### src/rtl/sidec_pkg.sv
// sidec_pkg: shared constants and types for the signed integer to decimal text unit
// no dependencies; used by the character interface, the dabble step and the top level
package sidec_pkg;

	// output field widths
	localparam int CHAR_W  = 6;
	localparam int LEN_W   = 4;

	// one packed bcd digit
	localparam int DIGIT_W = 4;

	// ascii codes, cut to the character field width
	localparam logic [CHAR_W-1:0] CHAR_ZERO  = CHAR_W'(48);
	localparam logic [CHAR_W-1:0] CHAR_MINUS = CHAR_W'(45);

	// threshold of the shift-add-3 correction
	localparam logic [DIGIT_W-1:0] DIGIT_FIVE  = DIGIT_W'(5);
	localparam logic [DIGIT_W-1:0] DIGIT_THREE = DIGIT_W'(3);

	typedef enum logic [3:0] {
		ST_IDLE = 4'b0001,
		ST_CONV = 4'b0010,
		ST_SKIP = 4'b0100,
		ST_EMIT = 4'b1000
	} sidec_state_t;

endpackage

### src/rtl/sidec_value_if.sv
// sidec_value_if: input channel carrying one signed integer per item
// depends on nothing; width set by parameter
interface sidec_value_if #(
	parameter int VALUE_WIDTH = 32
) ();
	logic                          valid;
	logic                          ready;
	logic signed [VALUE_WIDTH-1:0] value;

	modport source (output valid, output value, input ready);
	modport sink   (input valid, input value, output ready);
endinterface

### src/rtl/sidec_char_if.sv
// sidec_char_if: output channel carrying one ascii character per item
// depends on sidec_pkg for field widths
interface sidec_char_if import sidec_pkg::*; ();
	logic              valid;
	logic              ready;
	logic [CHAR_W-1:0] character;
	logic              last;
	logic [LEN_W-1:0]  length;

	modport source (output valid, output character, output last, output length, input ready);
	modport sink   (input valid, input character, input last, input length, output ready);
endinterface

### src/rtl/sidec_dabble.sv
// sidec_dabble: one shift-add-3 step of binary to bcd conversion
// depends on sidec_pkg for the digit width and correction constants
module sidec_dabble import sidec_pkg::*; #(
	parameter int DIGITS = 10,
	parameter int BIN_W  = 32
) (
	input  logic [DIGITS*DIGIT_W-1:0] bcd,
	input  logic [BIN_W-1:0]          bin,
	output logic [DIGITS*DIGIT_W-1:0] bcd_nxt,
	output logic [BIN_W-1:0]          bin_nxt
);

	logic [DIGITS*DIGIT_W-1:0] adj;

	// add 3 to every digit of 5 or more, then shift one bit in from the binary word
	always_comb begin
		for (int i = 0; i < DIGITS; i++) begin
			if (bcd[i*DIGIT_W +: DIGIT_W] >= DIGIT_FIVE) begin
				adj[i*DIGIT_W +: DIGIT_W] = bcd[i*DIGIT_W +: DIGIT_W] + DIGIT_THREE;
			end else begin
				adj[i*DIGIT_W +: DIGIT_W] = bcd[i*DIGIT_W +: DIGIT_W];
			end
		end
	end

	assign bcd_nxt = {adj[DIGITS*DIGIT_W-2:0], bin[BIN_W-1]};
	assign bin_nxt = {bin[BIN_W-2:0], 1'b0};

endmodule

### src/rtl/signed_int_to_decimal_ascii_unit.sv
// signed_int_to_decimal_ascii_unit: top level of the integer to decimal text converter
// depends on sidec_pkg, sidec_value_if, sidec_char_if and sidec_dabble

// Takes one signed two's-complement integer per item on number and sends its
// decimal text on text, one character per item, most significant first: a
// leading '-' for negative values, then the digits with no leading zeros
// (zero gives a single '0'). The most negative value converts exactly. The
// final character has last set and carries the total character count in
// length (count modulo 16); length is 0 on every other character. The idle
// state takes the item, the magnitude passes through a shift-add-3 (double
// dabble) step one bit per cycle, leading zero digits are then dropped one
// per cycle, and characters leave one per cycle while text is ready.
// Dropped and sent digits always add up to NDIG, where NDIG is the digit
// count of 2^(VALUE_WIDTH-1). number.ready is high only while idle.
module signed_int_to_decimal_ascii_unit import sidec_pkg::*; #(
	parameter int VALUE_WIDTH = 32
) (
	input  logic          clk,
	input  logic          arst_n,
	sidec_value_if.sink   number,
	sidec_char_if.source  text
);

	// digits of the largest magnitude, 2^(VALUE_WIDTH-1): floor((w-1)*log10(2)) + 1
	localparam int NDIG  = ((VALUE_WIDTH - 1) * 30103) / 100000 + 1;
	localparam int BCD_W = NDIG * DIGIT_W;
	localparam int CNT_W = $clog2(NDIG + 1);
	localparam int TOT_W = CNT_W + 1;
	localparam int BIT_W = $clog2(VALUE_WIDTH);

	sidec_state_t           state_q;
	logic [VALUE_WIDTH-1:0] bin_q;
	logic [BCD_W-1:0]       bcd_q;
	logic [BIT_W-1:0]       bit_q;
	logic [CNT_W-1:0]       cnt_q;
	logic                   neg_q;
	logic [TOT_W-1:0]       total_q;

	logic [VALUE_WIDTH-1:0] raw;
	logic [VALUE_WIDTH-1:0] mag;
	logic [VALUE_WIDTH-1:0] bin_nxt;
	logic [BCD_W-1:0]       bcd_nxt;
	logic [BCD_W-1:0]       bcd_shl;
	logic [DIGIT_W-1:0]     top_digit;
	logic                   last_char;

	// magnitude formed unsigned, so the most negative value maps to 2^(w-1)
	assign raw = number.value;
	assign mag = raw[VALUE_WIDTH-1] ? (~raw + VALUE_WIDTH'(1)) : raw;

	// shared conversion step
	sidec_dabble #(
		.DIGITS (NDIG),
		.BIN_W  (VALUE_WIDTH)
	) u_dabble (
		.bcd     (bcd_q),
		.bin     (bin_q),
		.bcd_nxt (bcd_nxt),
		.bin_nxt (bin_nxt)
	);

	// digit shifter: top digit always holds the next one to send
	assign top_digit = bcd_q[BCD_W-1 -: DIGIT_W];
	assign bcd_shl   = {bcd_q[BCD_W-DIGIT_W-1:0], DIGIT_W'(0)};

	// the minus sign never ends a run, so last waits for the final digit
	assign last_char = !neg_q && (cnt_q == CNT_W'(1));

	assign number.ready   = (state_q == ST_IDLE);
	assign text.valid     = (state_q == ST_EMIT);
	assign text.character = neg_q ? CHAR_MINUS : (CHAR_ZERO + CHAR_W'(top_digit));
	assign text.last      = last_char;
	assign text.length    = last_char ? LEN_W'(total_q) : '0;

	always_ff @(posedge clk or negedge arst_n) begin
		if (!arst_n) begin
			state_q <= ST_IDLE;
			neg_q   <= 1'b0;
			cnt_q   <= '0;
			bit_q   <= '0;
		end else begin
			unique case (state_q)
				ST_IDLE: begin
					if (number.valid) begin
						neg_q   <= raw[VALUE_WIDTH-1];
						bit_q   <= BIT_W'(VALUE_WIDTH - 1);
						state_q <= ST_CONV;
					end
				end
				// one magnitude bit per cycle into the bcd register
				ST_CONV: begin
					bit_q <= bit_q - BIT_W'(1);
					if (bit_q == '0) begin
						cnt_q   <= CNT_W'(NDIG);
						state_q <= ST_SKIP;
					end
				end
				// drop leading zero digits, keeping at least one digit
				ST_SKIP: begin
					if (top_digit == '0 && cnt_q != CNT_W'(1)) begin
						cnt_q <= cnt_q - CNT_W'(1);
					end else begin
						state_q <= ST_EMIT;
					end
				end
				// one character per accepted item, sign first
				ST_EMIT: begin
					if (text.ready) begin
						if (neg_q) begin
							neg_q <= 1'b0;
						end else begin
							cnt_q <= cnt_q - CNT_W'(1);
							if (cnt_q == CNT_W'(1)) begin
								state_q <= ST_IDLE;
							end
						end
					end
				end
				default: begin
					state_q <= ST_IDLE;
				end
			endcase
		end
	end

	// datapath registers, no reset needed
	always_ff @(posedge clk) begin
		case (state_q)
			ST_IDLE: begin
				if (number.valid) begin
					bin_q <= mag;
					bcd_q <= '0;
				end
			end
			ST_CONV: begin
				bin_q <= bin_nxt;
				bcd_q <= bcd_nxt;
			end
			ST_SKIP: begin
				if (top_digit == '0 && cnt_q != CNT_W'(1)) begin
					bcd_q <= bcd_shl;
				end else begin
					total_q <= {1'b0, cnt_q} + TOT_W'(neg_q);
				end
			end
			ST_EMIT: begin
				if (text.ready && !neg_q) begin
					bcd_q <= bcd_shl;
				end
			end
			default: begin
				bcd_q <= bcd_q;
			end
		endcase
	end

endmodule
### src/flat_wrapper.sv
// flat-port wrapper written by rule: the top's interface ports become plain ports
module signed_int_to_decimal_ascii_unit_flat import sidec_pkg::*;
#(
	parameter int VALUE_WIDTH = 32
)
  (clk, arst_n, number_valid, number_value, number_ready, text_valid, text_character, text_last, text_length, text_ready);
  sidec_value_if #(.VALUE_WIDTH(VALUE_WIDTH)) number_i ();
  sidec_char_if text_i ();
  input  logic clk;
  input  logic arst_n;
  input wire logic [$bits(number_i.valid)-1:0] number_valid;
  input wire logic [$bits(number_i.value)-1:0] number_value;
  output wire logic [$bits(number_i.ready)-1:0] number_ready;
  output wire logic [$bits(text_i.valid)-1:0] text_valid;
  output wire logic [$bits(text_i.character)-1:0] text_character;
  output wire logic [$bits(text_i.last)-1:0] text_last;
  output wire logic [$bits(text_i.length)-1:0] text_length;
  input wire logic [$bits(text_i.ready)-1:0] text_ready;
  assign number_i.valid = number_valid;
  assign number_i.value = number_value;
  assign number_ready = number_i.ready;
  assign text_valid = text_i.valid;
  assign text_character = text_i.character;
  assign text_last = text_i.last;
  assign text_length = text_i.length;
  assign text_i.ready = text_ready;
  signed_int_to_decimal_ascii_unit #(.VALUE_WIDTH(VALUE_WIDTH)) u_core (.clk(clk), .arst_n(arst_n), .number(number_i), .text(text_i));
endmodule
### config.mk
export PLATFORM = sky130hd
export DESIGN_NAME = signed_int_to_decimal_ascii_unit_flat
export DESIGN_NICKNAME = d
export VERILOG_FILES = /design/src/rtl/sidec_pkg.sv /design/src/rtl/sidec_value_if.sv /design/src/rtl/sidec_char_if.sv /design/src/rtl/sidec_dabble.sv /design/src/rtl/signed_int_to_decimal_ascii_unit.sv /design/src/flat_wrapper.sv
export SDC_FILE = /design/constraint.sdc
export NUM_CORES = 1
export LEC_CHECK = 0
export BUFFER_PORTS_ARGS = -buffer_cell sky130_fd_sc_hd__buf_2
export CORE_MARGIN = 1
export CORE_UTILIZATION = 35
export CTS_CLUSTER_SIZE = 16
export DETAILED_ROUTE_END_ITERATION = 16
export GPL_TIMING_DRIVEN = 0
export HOLD_SLACK_MARGIN = 0.02
export PLACE_DENSITY_LB_ADDON = 0.1
export SYNTH_ARGS = -nofsm -noshare
export SYNTH_HDL_FRONTEND = slang
export SYNTH_SLANG_ARGS = --single-unit
### constraint.sdc
create_clock -name clk -period 6.4 [get_ports clk]
set_clock_uncertainty 0.2 [all_clocks]
set_input_delay 1.6 -clock clk [delete_from_list [all_inputs] [get_ports clk]]
set_output_delay 1.6 -clock clk [all_outputs]
set_load 0.01 [all_outputs]
**Yosys cells after proc, flatten, opt, wreduce, memory -nomap -nowiden**

Cells that the tools add are included.

- Magnitude comparators: 10
- Mux-type cells: 36
- Reduce and logical (&&, ||, !) cells: 16
- Eq/ne operators: 14
- Add/sub/neg operators: 15
- Bitwise operators: 2

Operator list:

| operator | count |
|---|---|
| $pmux W40 S4 | 1 |
| $mux W40 | 3 |
| $mux W4 | 20 |
| $mux W32 | 2 |
| $pmux W32 S2 | 1 |
| $ge A4 B3 Y1 const B | 10 |
| $add A4 B2 Y4 const B | 9 |
| $add A32 B1 Y32 const B | 1 |
| $not A32 Y32 | 1 |
| $pmux W4 S4 | 1 |
| $pmux W4 S3 | 1 |
| $ne A2 B1 Y1 const B | 5 |
| $pmux W5 S2 | 1 |
| $eq A4 B1 Y1 const B | 2 |
| $add A5 B5 Y6 const A | 1 |
| $mux W6 | 1 |
| $ne A2 B2 Y1 const B | 3 |
| $reduce_and A6 Y1 | 1 |
| $logic_not A5 Y1 | 1 |
| $mux W5 | 1 |
| $reduce_and A5 Y1 | 1 |
| $sub A5 B1 Y5 const B | 1 |
| $add A4 B1 Y4 | 1 |
| $eq A4 B2 Y1 const B | 1 |
| 18 further kinds | 23 |

- Register bits after elaboration: 90
- Logic and storage cells: 100
- Output and inout bits: 13

**Longest topological paths before layout**

Gate-level depths: netlist of the first run.

- Word-level depth: 5
- Gate-level depth with buffers: 8
- Gate-level depth less buffers: 7

**By module**

From an unflattened synthesis of the first run, not the netlist that was laid out.

- Cells, all modules: 592
- Area total of the unflattened synthesis: 5921.9 µm²

By module, submodules not included:

| module | seq. area each (µm²) | instances | area each (µm²) | cells each |
|---|---|---|---|---|
| signed_int_to_decimal_ascii_unit | 2633.8 | 1 | 4677.0 | 402 |
| sidec_dabble | 0.0 | 1 | 1244.9 | 190 |

**Worst setup path before layout of the first run**

OpenSTA, ideal clock, no wires.

- Path kind: input-to-reg
- From: input text_ready
- To: register u_core.bcd_q[0], enable pin
- Required time: 5799 ps
- Setup slack: 2908 ps
- Buffers on the path: 0
- Stages on the path: 3
- Data arrival time: 2891 ps
- Cell sequence: a21oi_2 > nor2_1 > and2_1

- Longest elaborated chain between the ends: 3

Ends and longest elaborated chain:

| element | line | source |
|---|---|---|
| from (decl) | flat_wrapper.sv:18 | `input wire logic [$bits(text_i.ready)-1:0] text_ready;` |
| $logic_and A1 B1 Y1 | signed_int_to_decimal_ascii_unit.sv:147 | `if (text.ready && !neg_q) begin` |
| $ne A2 B1 Y1 (no line) | -- |  |
| $reduce_and A4 Y1 (no line) | -- |  |
| to (signal assigned) | signed_int_to_decimal_ascii_unit.sv:141 | `bcd_q <= bcd_shl;` |
| to (signal assigned) | signed_int_to_decimal_ascii_unit.sv:148 | `bcd_q <= bcd_shl;` |
| to (signal assigned) | signed_int_to_decimal_ascii_unit.sv:152 | `bcd_q <= bcd_q;` |
| to (decl) | signed_int_to_decimal_ascii_unit.sv:33 | `logic [BCD_W-1:0] bcd_q;` |

Every way passes these cells.
A chain may end at the register's enable or synchronous reset.

**Final worst setup path of the first run**

- From: register u_core.cnt_q[1]
- To: output text_length[1]

- Longest elaborated chain between the ends: 3

Ends and longest elaborated chain:

| element | line | source |
|---|---|---|
| from (decl) | signed_int_to_decimal_ascii_unit.sv:35 | `logic [CNT_W-1:0] cnt_q;` |
| from (signal assigned) | signed_int_to_decimal_ascii_unit.sv:94 | `cnt_q <= CNT_W'(NDIG);` |
| from (signal assigned) | signed_int_to_decimal_ascii_unit.sv:101 | `cnt_q <= cnt_q - CNT_W'(1);` |
| from (signal assigned) | signed_int_to_decimal_ascii_unit.sv:112 | `cnt_q <= cnt_q - CNT_W'(1);` |
| $eq A4 B1 Y1 | signed_int_to_decimal_ascii_unit.sv:67 | `assign last_char = !neg_q && (cnt_q == CNT_W'(1));` |
| $logic_and A1 B1 Y1 | signed_int_to_decimal_ascii_unit.sv:67 |  |
| $mux W4 | signed_int_to_decimal_ascii_unit.sv:73 | `assign text.length = last_char ? LEN_W'(total_q) : '0;` |
| to (decl) | flat_wrapper.sv:17 | `output wire logic [$bits(text_i.length)-1:0] text_length;` |

Every way passes these cells.

==> results.ini, run 1 <==
[critical_path]
path_class=reg -> out
critPathRequiredTime_ns=4.60
reg2reg_from=u_core.state_q[0]$_DFFE_PN1P_
critPathLaunchType=flip-flop
cp-end-kind=primary output
worstRegToRegCells=5
cp_max_fo=6
rrSetupSlack_ns=3.53
reg2reg_to=u_core.bin_q[26]$_DFFE_PP_
arrival_ns=1.97

[global_route]
overflow=0
track_usage_pct=17.6
grt_max_degree=34
grt_pass1_vias=4417
grt_antenna_before_repair=0
grt_pass1_wl_um=22600

[detailed_routing]
drc_errors=0
ant_nets=0
drtIter0Drc=251
routedWlPerCell_um=15.9
firstDrtPassIters=4
wirelength_um=13400
vias_per_cell=5.20
vias=4379

[layout]
n_antenna_cell=0
syn_to_final_growth_pct=15.2
drive_above_1_share_pct=16.0
fin_nets=684

[yosys]
synth_top_cell_by_area=edfxtp_1
synthesis.nets=625
synth_ff_type=edfxtp_1
syn_inst=562
synth_area_um2=5630
async_flop_share_pct=15.6
ys_top_cells_by_area=edfxtp_1 (41%), ha_1 (6.0%), dfrtp_1 (5.8%), o21ai_0 (5.5%), xor2_1 (4.5%)
netlist.area_leader.share_pct=40.5
synth_commonest_cells=edfxtp_1 (76), o21ai_0 (62), nand2_1 (58)
synth_edf_count=76
yosysMostFrequentCell=edfxtp_1
synth.distinct_cells=60
syn_avg_cell_area_um2=10.0
ys_seq_elements=90
ys_seq_area_share_pct=46.8
ys_warn_count=0

[min_path]
holdPathEnd=u_core.bit_q[3]$_DFFE_PN0P_
holdPathStages=1
hp-start=u_core.bit_q[3]$_DFFE_PN0P_
hp-class=reg -> reg

[pwr]
power_density_nw_per_um2=405
power.leakage_nw=2.41
p_total_w=0.00263
ir_drop_v=0.000152

[sta]
setup-tns-final_ns=0
setup_violations=0
worst_pin_slew_ns=0.802
final_hold_viol_count=0
min_period_ns=3.77
max_freq_mhz=265
rsz0062_at_grt=false
final_max_slew_viol_count=0
maxSlewHeadroom_pct=46.3
post-route-period-util_pct=59.0

[die]
io_pins=49
die-height_um=129
dieWidth_um=129
dieArea_um2=16600
initial_core_util_pct=35.7
core_um2=15800
rows=46

[clock_tree]
hold_buffers=0
root_buffer=clkbuf_16
htree_levels=3
worstSkewPairLatency_ns=0.35
path_clk_slew_ns=0.07
post_cts_buffers=0
post_cts_resized=0
cts_buffers=9
cts_tree=yes
cts.sinks=90
clockBufferDepth=2

[placed_design]
dpl.hpwl_um=9660
numPortBuffers=47
gp_congestion=0.868

[outcome]
status=complete, no violations

[run]
cap_viol_max_count=0

## state kept, by name, indices dropped and copies added, names as in the netlist
signal and flops:
u_core.bin_q 32, u_core.cnt_q 4, u_core.bcd_q 40, u_core.bit_q 5, u_core.total_q 4, u_core.state_q 4
u_core.neg_q 1
## worst max-delay path: stages, from the launching register on
cell and delay [ns]:
dfrtp_1 0.43, inv_1 0.10, ha_1 0.15, nor3b_1 0.57
and3_1 0.25, buf_2 0.13
## worst max path at each step
stage	start	to	cells after the start
3_5_place_dp	number_value[1]	u_core.bin_q[25]$_DFFE_PP_	7
3_3_place_gp	text_ready	u_core.bcd_q[3]$_DFFE_PP_	4
4_1_cts	u_core.cnt_q[1]$_DFFE_PN0P_	text_length[1]	5
6_report	u_core.cnt_q[1]$_DFFE_PN0P_	text_length[1]	5
5_1_grt	u_core.cnt_q[1]$_DFFE_PN0P_	text_length[1]	5
2_1_floorplan	text_ready	u_core.bcd_q[0]$_DFFE_PP_	3
## where the power goes
group / total, W / switching (W) / internal, W
Sequential: 0.00112 / 0.000163 / 0.000954
Clock: 0.000588 / 0.000235 / 0.000353
Combinational: 0.000920 / 0.000569 / 0.000351
## cell families (layout without fill, tap and decap cells)
kind of cell / Yosys count / in the layout / share of synthesized area (%)
AO/OA/AOI/OAI: 166 / 166 / 18.8
XOR/XNOR: 44 / 44 / 6.84
adder cells (fa/ha/maj): 27 / 27 / 6.00
buffers and inverters: 56 / 120 / 4.13
flip-flops: 90 / 90 / 46.8
multiplexers: 1 / 1 / 0.178
other: 1 / 1 / 0.0666
AND/OR/NAND/NOR: 177 / 177 / 17.2
## layout make-up
| cell class | instances | area, µm² |
|---|---|---|
| Fill cell | 1624 | 9280 |
| Multi-Input combinational cell | 416 | 2770 |
| Sequential cell | 90 | 2630 |
| Tap cell | 216 | 270 |
| Timing Repair Buffer | 48 | 255 |
| Clock buffer | 10 | 239 |
| Buffer | 26 | 120 |
| Inverter | 30 | 113 |
| Clock inverter | 6 | 90.1 |
## cells in the final DEF, fill, tap and decap left out, types with 9 or more instances in the layout
master     Yosys  final
edfxtp_1      76     76
o21ai_0       62     62
nand2_1       58     57
buf_2          8     55
a21oi_1       41     41
nor2_1        33     33
inv_1         30     30
xor2_1        29     29
ha_1          27     27
nor3b_1       17     17
o31ai_1       16     16
xnor2_1       15     15
nand2b_1      14     14
clkbuf_1      13     13
dfrtp_1       13     13
o22ai_1       11     11
a22o_1         9      9
clkbuf_16      0      9
## per-stage QoR
step                cell area (µm²)  setup slack, ns  utilization [%]  hold slack, ns  std cells
floorplan                      5630             2.91                -           0.237        562
global placement               6140             2.14             38.9           0.274        825
detailed placement             6160             2.77             39.1           0.280        826
CTS                            6490             2.64             41.1           0.290        842
global route                   6490             2.43             41.2           0.318        842
finish                         6490             2.63             41.2           0.279        842
## layer usage
metal	GRT usage, %	part of all wire (%)	vias to the layer above
li1	-	-	2166
met1	22.8	47	2118
met2	30.2	49	82
met3	3.53	3.4	13
met4	4.08	0.89	0
met5	0	0	-
Note: power is estimated with default switching activity, not from simulation.
==> run 2, diff against run 1 <==
--- a/config.mk
+++ b/config.mk
@@ -5,6 +5,7 @@
 export SDC_FILE = /design/constraint.sdc
 export NUM_CORES = 1
 export LEC_CHECK = 0
+export ABC_AREA = 1
 export BUFFER_PORTS_ARGS = -buffer_cell sky130_fd_sc_hd__buf_2
 export CORE_MARGIN = 1
 export CORE_UTILIZATION = 35
==> constraint.sdc (replaced) <==
create_clock -name clk -period 3.1 [get_ports clk]
set_clock_uncertainty 0.2 [all_clocks]
set_input_delay 0.775 -clock clk [delete_from_list [all_inputs] [get_ports clk]]
set_output_delay 0.775 -clock clk [all_outputs]
set_load 0.01 [all_outputs]
==> results.ini, run 2 <==
[yosys]
async_flop_share_pct=15.6  ; unchanged
syn_inst=732  ; was 562
ys_seq_elements=90  ; unchanged
ys_seq_area_share_pct=44.6  ; was 46.8%
synth_area_um2=5900  ; was 5630 µm²
synth_edf_count=76  ; unchanged
synth_ff_type=edfxtp_1  ; unchanged
syn_avg_cell_area_um2=8.06  ; was 10.0 µm²
ys_top_cells_by_area=edfxtp_1 (39%), nand2_1 (9.7%), nor2_1 (6.3%), inv_1 (6.2%), o21ai_0 (5.8%)  ; was edfxtp_1 (41%), ha_1 (6.0%), dfrtp_1 (5.8%), o21ai_0 (5.5%), xor2_1 (4.5%)
synth_commonest_cells=nand2_1 (153), nor2_1 (99), inv_1 (97)  ; was edfxtp_1 (76), o21ai_0 (62), nand2_1 (58)
synthesis.nets=795  ; was 625
netlist.area_leader.share_pct=38.7  ; was 40.5%
ys_warn_count=0  ; unchanged
synth.distinct_cells=40  ; was 60
yosysMostFrequentCell=nand2_1  ; was edfxtp_1
synth_top_cell_by_area=edfxtp_1  ; unchanged

[die]
die-height_um=132  ; was 129 µm
core_um2=16500  ; was 15800 µm²
rows=47  ; was 46
dieWidth_um=132  ; was 129 µm
dieArea_um2=17400  ; was 16600 µm²
io_pins=49  ; unchanged
initial_core_util_pct=35.7  ; about the same

[sta]
post-route-period-util_pct=89.1
setup_violations=0  ; unchanged
final_max_slew_viol_count=0  ; unchanged
setup-tns-final_ns=0  ; unchanged
worst_pin_slew_ns=0.855  ; was 0.802 ns
max_freq_mhz=362
maxSlewHeadroom_pct=42.8  ; was 46.3%
rsz0062_at_grt=false  ; unchanged
final_hold_viol_count=0  ; unchanged
min_period_ns=2.76

[critical_path]
critPathLaunchType=flip-flop  ; unchanged
cp-end-kind=flip-flop  ; was primary output
critPathRequiredTime_ns=2.95  ; was 4.60 ns
cp_max_fo=16  ; was 6
path_cells=inv_1 > ha_1 > nand2_1 > nand3_1 > nand2_1 > nand2_1 > a211oi_4 > buf_16 > buf_16  ; was inv_1 > ha_1 > nor3b_1 > and3_1 > buf_2
arrival_ns=2.62  ; was 1.97 ns
cpMaxStageDelayCell=a211oi_4  ; was nor3b_1
slowest_delay_ns=0.67  ; was 0.57 ns
rrSetupSlack_ns=0.34  ; was 3.53 ns
worstRegToRegCells=9  ; was 5
reg2reg_to=u_core.bcd_q[15]$_DFFE_PP_  ; was u_core.bin_q[26]$_DFFE_PP_
path_class=reg -> reg  ; was reg -> out
reg2reg_from=u_core.cnt_q[1]$_DFFE_PN0P_  ; was u_core.state_q[0]$_DFFE_PN1P_
crit_top_cell=nand2_1

[detailed_routing]
vias=5033  ; was 4379
wirelength_um=15000  ; was 13400 µm
ant_nets=0  ; unchanged
routedWlPerCell_um=14.7  ; was 15.9 µm
vias_per_cell=4.95  ; was 5.20
drtIter0Drc=253  ; was 251
firstDrtPassIters=13  ; was 4
drc_errors=2  ; was 0

[layout]
final-instance-count-excl-fill=1016  ; was 842
final_common_cell=nand2_1  ; was edfxtp_1
final_cell_mix=nand2_1 (152), nor2_1 (99), inv_1 (97), edfxtp_1 (76), o21ai_0 (68)  ; was edfxtp_1 (76), o21ai_0 (62), nand2_1 (57), buf_2 (55), a21oi_1 (41)
final_cell_area_um2=6800  ; was 6490 µm²
drive_above_1_share_pct=14.6  ; was 16.0%
largest-register=u_core.bcd_q  ; unchanged
fin_nets=854  ; was 684
largest_reg_flops=40  ; unchanged
syn_to_final_growth_pct=15.2  ; about the same
n_antenna_cell=0  ; unchanged
top_regs=u_core.bcd_q (40), u_core.bin_q (32), u_core.bit_q (5)  ; unchanged

[outcome]
violations=design-rule violations
status=complete, but fails checks  ; was complete, no violations

[clock_tree]
cts.sinks=90  ; unchanged
path_clk_slew_ns=0.06  ; was 0.07 ns
post_cts_buffers=0  ; unchanged
cts_buffers=9  ; unchanged
post_cts_resized=0  ; unchanged
root_buffer=clkbuf_16  ; unchanged
hold_buffers=0  ; unchanged
cts_tree=yes  ; unchanged
htree_levels=3  ; unchanged
clockBufferDepth=2  ; unchanged
worstSkewPairLatency_ns=0.34  ; was 0.35 ns

[global_route]
grt_pass1_wl_um=24200  ; was 22600 µm
overflow=0  ; unchanged
track_usage_pct=17.7  ; was 17.6%
grt_max_degree=37  ; was 34
grt_antenna_before_repair=0  ; unchanged
grt_pass1_vias=4789  ; was 4417

[placed_design]
gp_congestion=0.871  ; was 0.868
dpl.hpwl_um=11200  ; was 9660 µm
numPortBuffers=46  ; was 47
post_dp_cell_area_um2=6470  ; was 6160 µm²
dp.cells=1000  ; was 826

[pwr]
power.leakage_nw=3.02  ; was 2.41 nW
ir_drop_v=0.000322  ; was 0.000152 V
power_density_nw_per_um2=922  ; was 405 nW/µm²

[min_path]
hp-class=in -> async  ; was reg -> reg

[run]
cap_viol_max_count=0  ; unchanged

==> run 2: stage by stage <==
step	setup WS [ns]	hold WS [ns]	utilization, %	total power [W]
2_1_floorplan	0.386	0.251	-	0.00423
3_3_place_gp	-0.345	0.266	38.8	0.00492
3_5_place_dp	0.344	0.297	39.2	0.00513
4_1_cts	0.322	0.123	41.1	0.00632
5_1_grt	0.158	0.136	41.1	0.00675
6_report	0.337	0.120	41.1	0.00627
==> run 2: power by group <==
part | leakage (nW) | internal, W | switching (W) | total, W
logic | 1.97 | 0.000898 | 0.00174 | 0.00264
clock network | 0.159 | 0.000687 | 0.000488 | 0.00118
registers | 0.894 | 0.00211 | 0.000340 | 0.00245
==> run 2: kinds of logic (layout without fill, tap and decap cells) <==
family	count (synthesis)	count (layout)	share of synthesized area, %
AND/OR/NAND/NOR	337	337	24.5
buffers and inverters	122	186	8.59
other	1	1	0.0636
AO/OA/AOI/OAI	141	141	14.4
adder cells (fa/ha/maj)	27	27	5.73
flip-flops	90	90	44.6
XOR/XNOR	14	14	2.08
==> run 2: final cells by class <==
class	instances	area, µm²
Fill cell	1701	9730
Multi-Input combinational cell	520	2770
Sequential cell	90	2630
Inverter	101	379
Clock buffer	14	307
Timing Repair Buffer	48	285
Tap cell	220	275
Buffer	21	128
Clock inverter	2	13.8
==> run 2: worst max path at each step <==
| stage | from | endpoint | slack (ns) | cells past startpoint |
|---|---|---|---|---|
| after CTS | u_core.cnt_q[1]$_DFFE_PN0P_ | u_core.bcd_q[15]$_DFFE_PP_ | 0.32 | 9 |
| after detailed placement | u_core.cnt_q[1]$_DFFE_PN0P_ | u_core.bcd_q[15]$_DFFE_PP_ | 0.34 | 9 |
| after global routing | u_core.cnt_q[1]$_DFFE_PN0P_ | u_core.bcd_q[15]$_DFFE_PP_ | 0.16 | 9 |
| after global placement | u_core.cnt_q[1]$_DFFE_PN0P_ | u_core.bcd_q[15]$_DFFE_PP_ | -0.34 | 7 |
| final | u_core.cnt_q[1]$_DFFE_PN0P_ | u_core.bcd_q[15]$_DFFE_PP_ | 0.34 | 9 |
| after floorplan | u_core.cnt_q[1]$_DFFE_PN0P_ | u_core.bcd_q[0]$_DFFE_PP_ | 0.39 | 7 |
==> run 2: critical path: cells and delay by family (launching register included) <==
kind / cells / cell delay, ns
adders and majority gates: 1 / 0.17
and+or+nand+nor: 4 / 0.55
DFF: 1 / 0.41
buffers and inverters: 3 / 0.48
AOI/OAI and AO/OA: 1 / 0.67
==> run 2: layer usage <==
metal | share of wire [%] | GRT usage (%)
met1 | 47 | 23.7
met2 | 47 | 29.5
met3 | 3.8 | 2.08
met4 | 1.6 | 5.94
met5 | 0 | 0
==> run 3, diff against run 2 <==
--- a/config.mk
+++ b/config.mk
@@ -14,6 +14,7 @@
 export GPL_TIMING_DRIVEN = 0
 export HOLD_SLACK_MARGIN = 0.02
 export PLACE_DENSITY_LB_ADDON = 0.1
+export REMOVE_ABC_BUFFERS = 1
 export SYNTH_ARGS = -nofsm -noshare
 export SYNTH_HDL_FRONTEND = slang
 export SYNTH_SLANG_ARGS = --single-unit
==> constraint.sdc (replaced) <==
create_clock -name clk -period 3.1 [get_ports clk]
set_clock_uncertainty 0.2 [all_clocks]
set_input_delay 0.775 -clock clk [delete_from_list [all_inputs] [get_ports clk]]
set_output_delay 0.775 -clock clk [all_outputs]
set_load 0.005 [all_outputs]
==> results.ini, run 3 (same netlist as run 2, synthesis figures left out) <==
[outcome]
status=complete, no violations  ; was complete, but fails checks

[layout]
drive_above_1_share_pct=13.2  ; was 14.6%
fillerInstances=1709  ; was 1701
multiInputGateArea_um2=2790  ; was 2770 µm²
regArea_um2=2630  ; unchanged
largest_reg_flops=40  ; unchanged
final_common_cell=nand2_1  ; unchanged
syn_to_final_growth_pct=13.5  ; was 15.2%
top_regs=u_core.bcd_q (40), u_core.bin_q (32), u_core.bit_q (5)  ; unchanged
largest-register=u_core.bcd_q  ; unchanged
final_cell_area_um2=6700  ; was 6800 µm²
final_cell_mix=nand2_1 (152), nor2_1 (99), inv_1 (97), edfxtp_1 (76), o21ai_0 (68)  ; unchanged
n_antenna_cell=0  ; unchanged
final-instance-count-excl-fill=1000  ; was 1016
fin_nets=838  ; was 854

[critical_path]
cp-startpoint=u_core.state_q[3]$_DFFE_PN0P_  ; was u_core.cnt_q[1]$_DFFE_PN0P_
crit_end=u_core.bcd_q[25]$_DFFE_PP_  ; was u_core.bcd_q[15]$_DFFE_PP_
reg2reg_from=u_core.state_q[3]$_DFFE_PN0P_  ; was u_core.cnt_q[1]$_DFFE_PN0P_
arrival_ns=2.63  ; was 2.62 ns
critPathRequiredTime_ns=2.95  ; about the same
reg2reg_to=u_core.bcd_q[25]$_DFFE_PP_  ; was u_core.bcd_q[15]$_DFFE_PP_
path_class=reg -> reg  ; unchanged
cp_max_fo=46  ; was 16
critPathLaunchType=flip-flop  ; unchanged
cp-end-kind=flip-flop  ; unchanged
worstRegToRegCells=7  ; was 9
rrSetupSlack_ns=0.32  ; was 0.34 ns

[global_route]
grt_antenna_before_repair=0  ; unchanged
overflow=0  ; unchanged
track_usage_pct=16.9  ; was 17.7%
grt_max_degree=47  ; was 37
grt_pass1_wl_um=23500  ; was 24200 µm
grt_pass1_vias=4824  ; was 4789

[die]
die-height_um=132  ; unchanged
dieWidth_um=132  ; unchanged
rows=47  ; unchanged
io_pins=49  ; unchanged
dieArea_um2=17400  ; unchanged
core_um2=16500  ; unchanged
initial_core_util_pct=35.7  ; unchanged

[clock_tree]
cts_tree=yes  ; unchanged
path_clk_slew_ns=0.07  ; was 0.06 ns
hold_buffers=0  ; unchanged
cts.sinks=90  ; unchanged
cts_buffers=9  ; unchanged
worstSkewPairLatency_ns=0.35  ; was 0.34 ns
clockBufferDepth=2  ; unchanged
htree_levels=3  ; unchanged
root_buffer=clkbuf_16  ; unchanged

[sta]
setup_violations=0  ; unchanged
worst_pin_slew_ns=0.902  ; was 0.855 ns
final_max_slew_viol_count=0  ; unchanged
max_freq_mhz=359  ; was 362 MHz
maxSlewHeadroom_pct=39.8  ; was 42.8%
rsz0062_at_grt=false  ; unchanged
min_period_ns=2.78  ; was 2.76 ns
post-route-period-util_pct=89.7  ; was 89.1%
final_hold_viol_count=0  ; unchanged

[detailed_routing]
wirelength_um=13800  ; was 15000 µm
ant_nets=0  ; unchanged
vias=4886  ; was 5033
drc_errors=0  ; was 2
routedWlPerCell_um=13.8  ; was 14.7 µm
firstDrtPassIters=4  ; was 13
vias_per_cell=4.89  ; was 4.95
drtIter0Drc=259  ; was 253

[placed_design]
numPortBuffers=47  ; was 46
dp.cells=980  ; was 1000
gp_congestion=0.813  ; was 0.871
dpl.hpwl_um=9200  ; was 11200 µm
post_dp_cell_area_um2=6340  ; was 6470 µm²

[pwr]
ir_drop_v=0.000347  ; was 0.000322 V
power_density_nw_per_um2=920  ; was 922 nW/µm²
power.leakage_nw=2.95  ; was 3.02 nW

[min_path]
hp-class=in -> async  ; unchanged

[run]
cap_viol_max_count=0  ; unchanged

[run 3: through the flow]
step                setup WS, ns  util [%]  hold WS, ns  power [W]  TNS, ns
floorplan                  -2.27         -        0.252    0.00407   -90.60
global placement           -4.81      38.0        0.279    0.00423  -206.08
detailed placement         -1.04      38.4        0.283    0.00496   -37.90
CTS                       0.0788      40.4        0.126    0.00622        0
global route               0.173      40.5        0.125    0.00671        0
finish                     0.318      40.5        0.122    0.00616        0
[run 3: where the power goes]
group          internal, W  switching, W  total [W]
combinational     0.000846       0.00167    0.00252
sequential         0.00211      0.000367    0.00248
clock             0.000657      0.000503    0.00116
total              0.00362       0.00254    0.00616
[run 3: how the worst min path moves through the flow]
stage / startpoint / to / slack [ns]
floorplan: u_core.bit_q[3]$_DFFE_PN0P_ / u_core.bit_q[3]$_DFFE_PN0P_ / 0.25
global placement: u_core.bit_q[3]$_DFFE_PN0P_ / u_core.bit_q[3]$_DFFE_PN0P_ / 0.28
detailed placement: u_core.bit_q[3]$_DFFE_PN0P_ / u_core.bit_q[3]$_DFFE_PN0P_ / 0.28
CTS: arst_n / u_core.cnt_q[3]$_DFFE_PN0P_ / 0.13
global route: arst_n / u_core.bit_q[2]$_DFFE_PN0P_ / 0.13
finish: arst_n / u_core.bit_q[2]$_DFFE_PN0P_ / 0.12
[run 3: area by class of cell]
cell class | instances | area share [%]
clock inverters | 6 | 1.06
flip-flops and latches | 90 | 39.3
well taps | 220 | 4.11
multi-input cells | 522 | 41.7
inverters | 101 | 5.85
repair buffers | 51 | 4.37
clock buffers | 10 | 3.57
[run 3: timing repair]
action                     4_1_cts  5_1_grt
setup endpoints to repair       54       17
pin swaps                        1        1
resized for setup                4        0
setup buffers                    0        2
hold endpoints to repair         0        0
gates cloned                     2        0
[run 3: metal layers]
metal  vias to the layer above  GRT usage (%)  part of all wire [%]
met2                        94           28.5                    48
met5                         -              0                     0
li1                       2531              -                     -
met1                      2253           21.6                    47
met3                         8           2.69                   3.8
met4                         0           6.72                   1.3
[run 3: critical path, cell delays in order, from the launching register on]
cell,delay (ns)
dfrtp_1,0.44
nor2_4,0.26
nand3_4,0.32
inv_12,0.32
nor2_1,0.15
a211oi_4,0.35
buf_8,0.24
buf_16,0.18
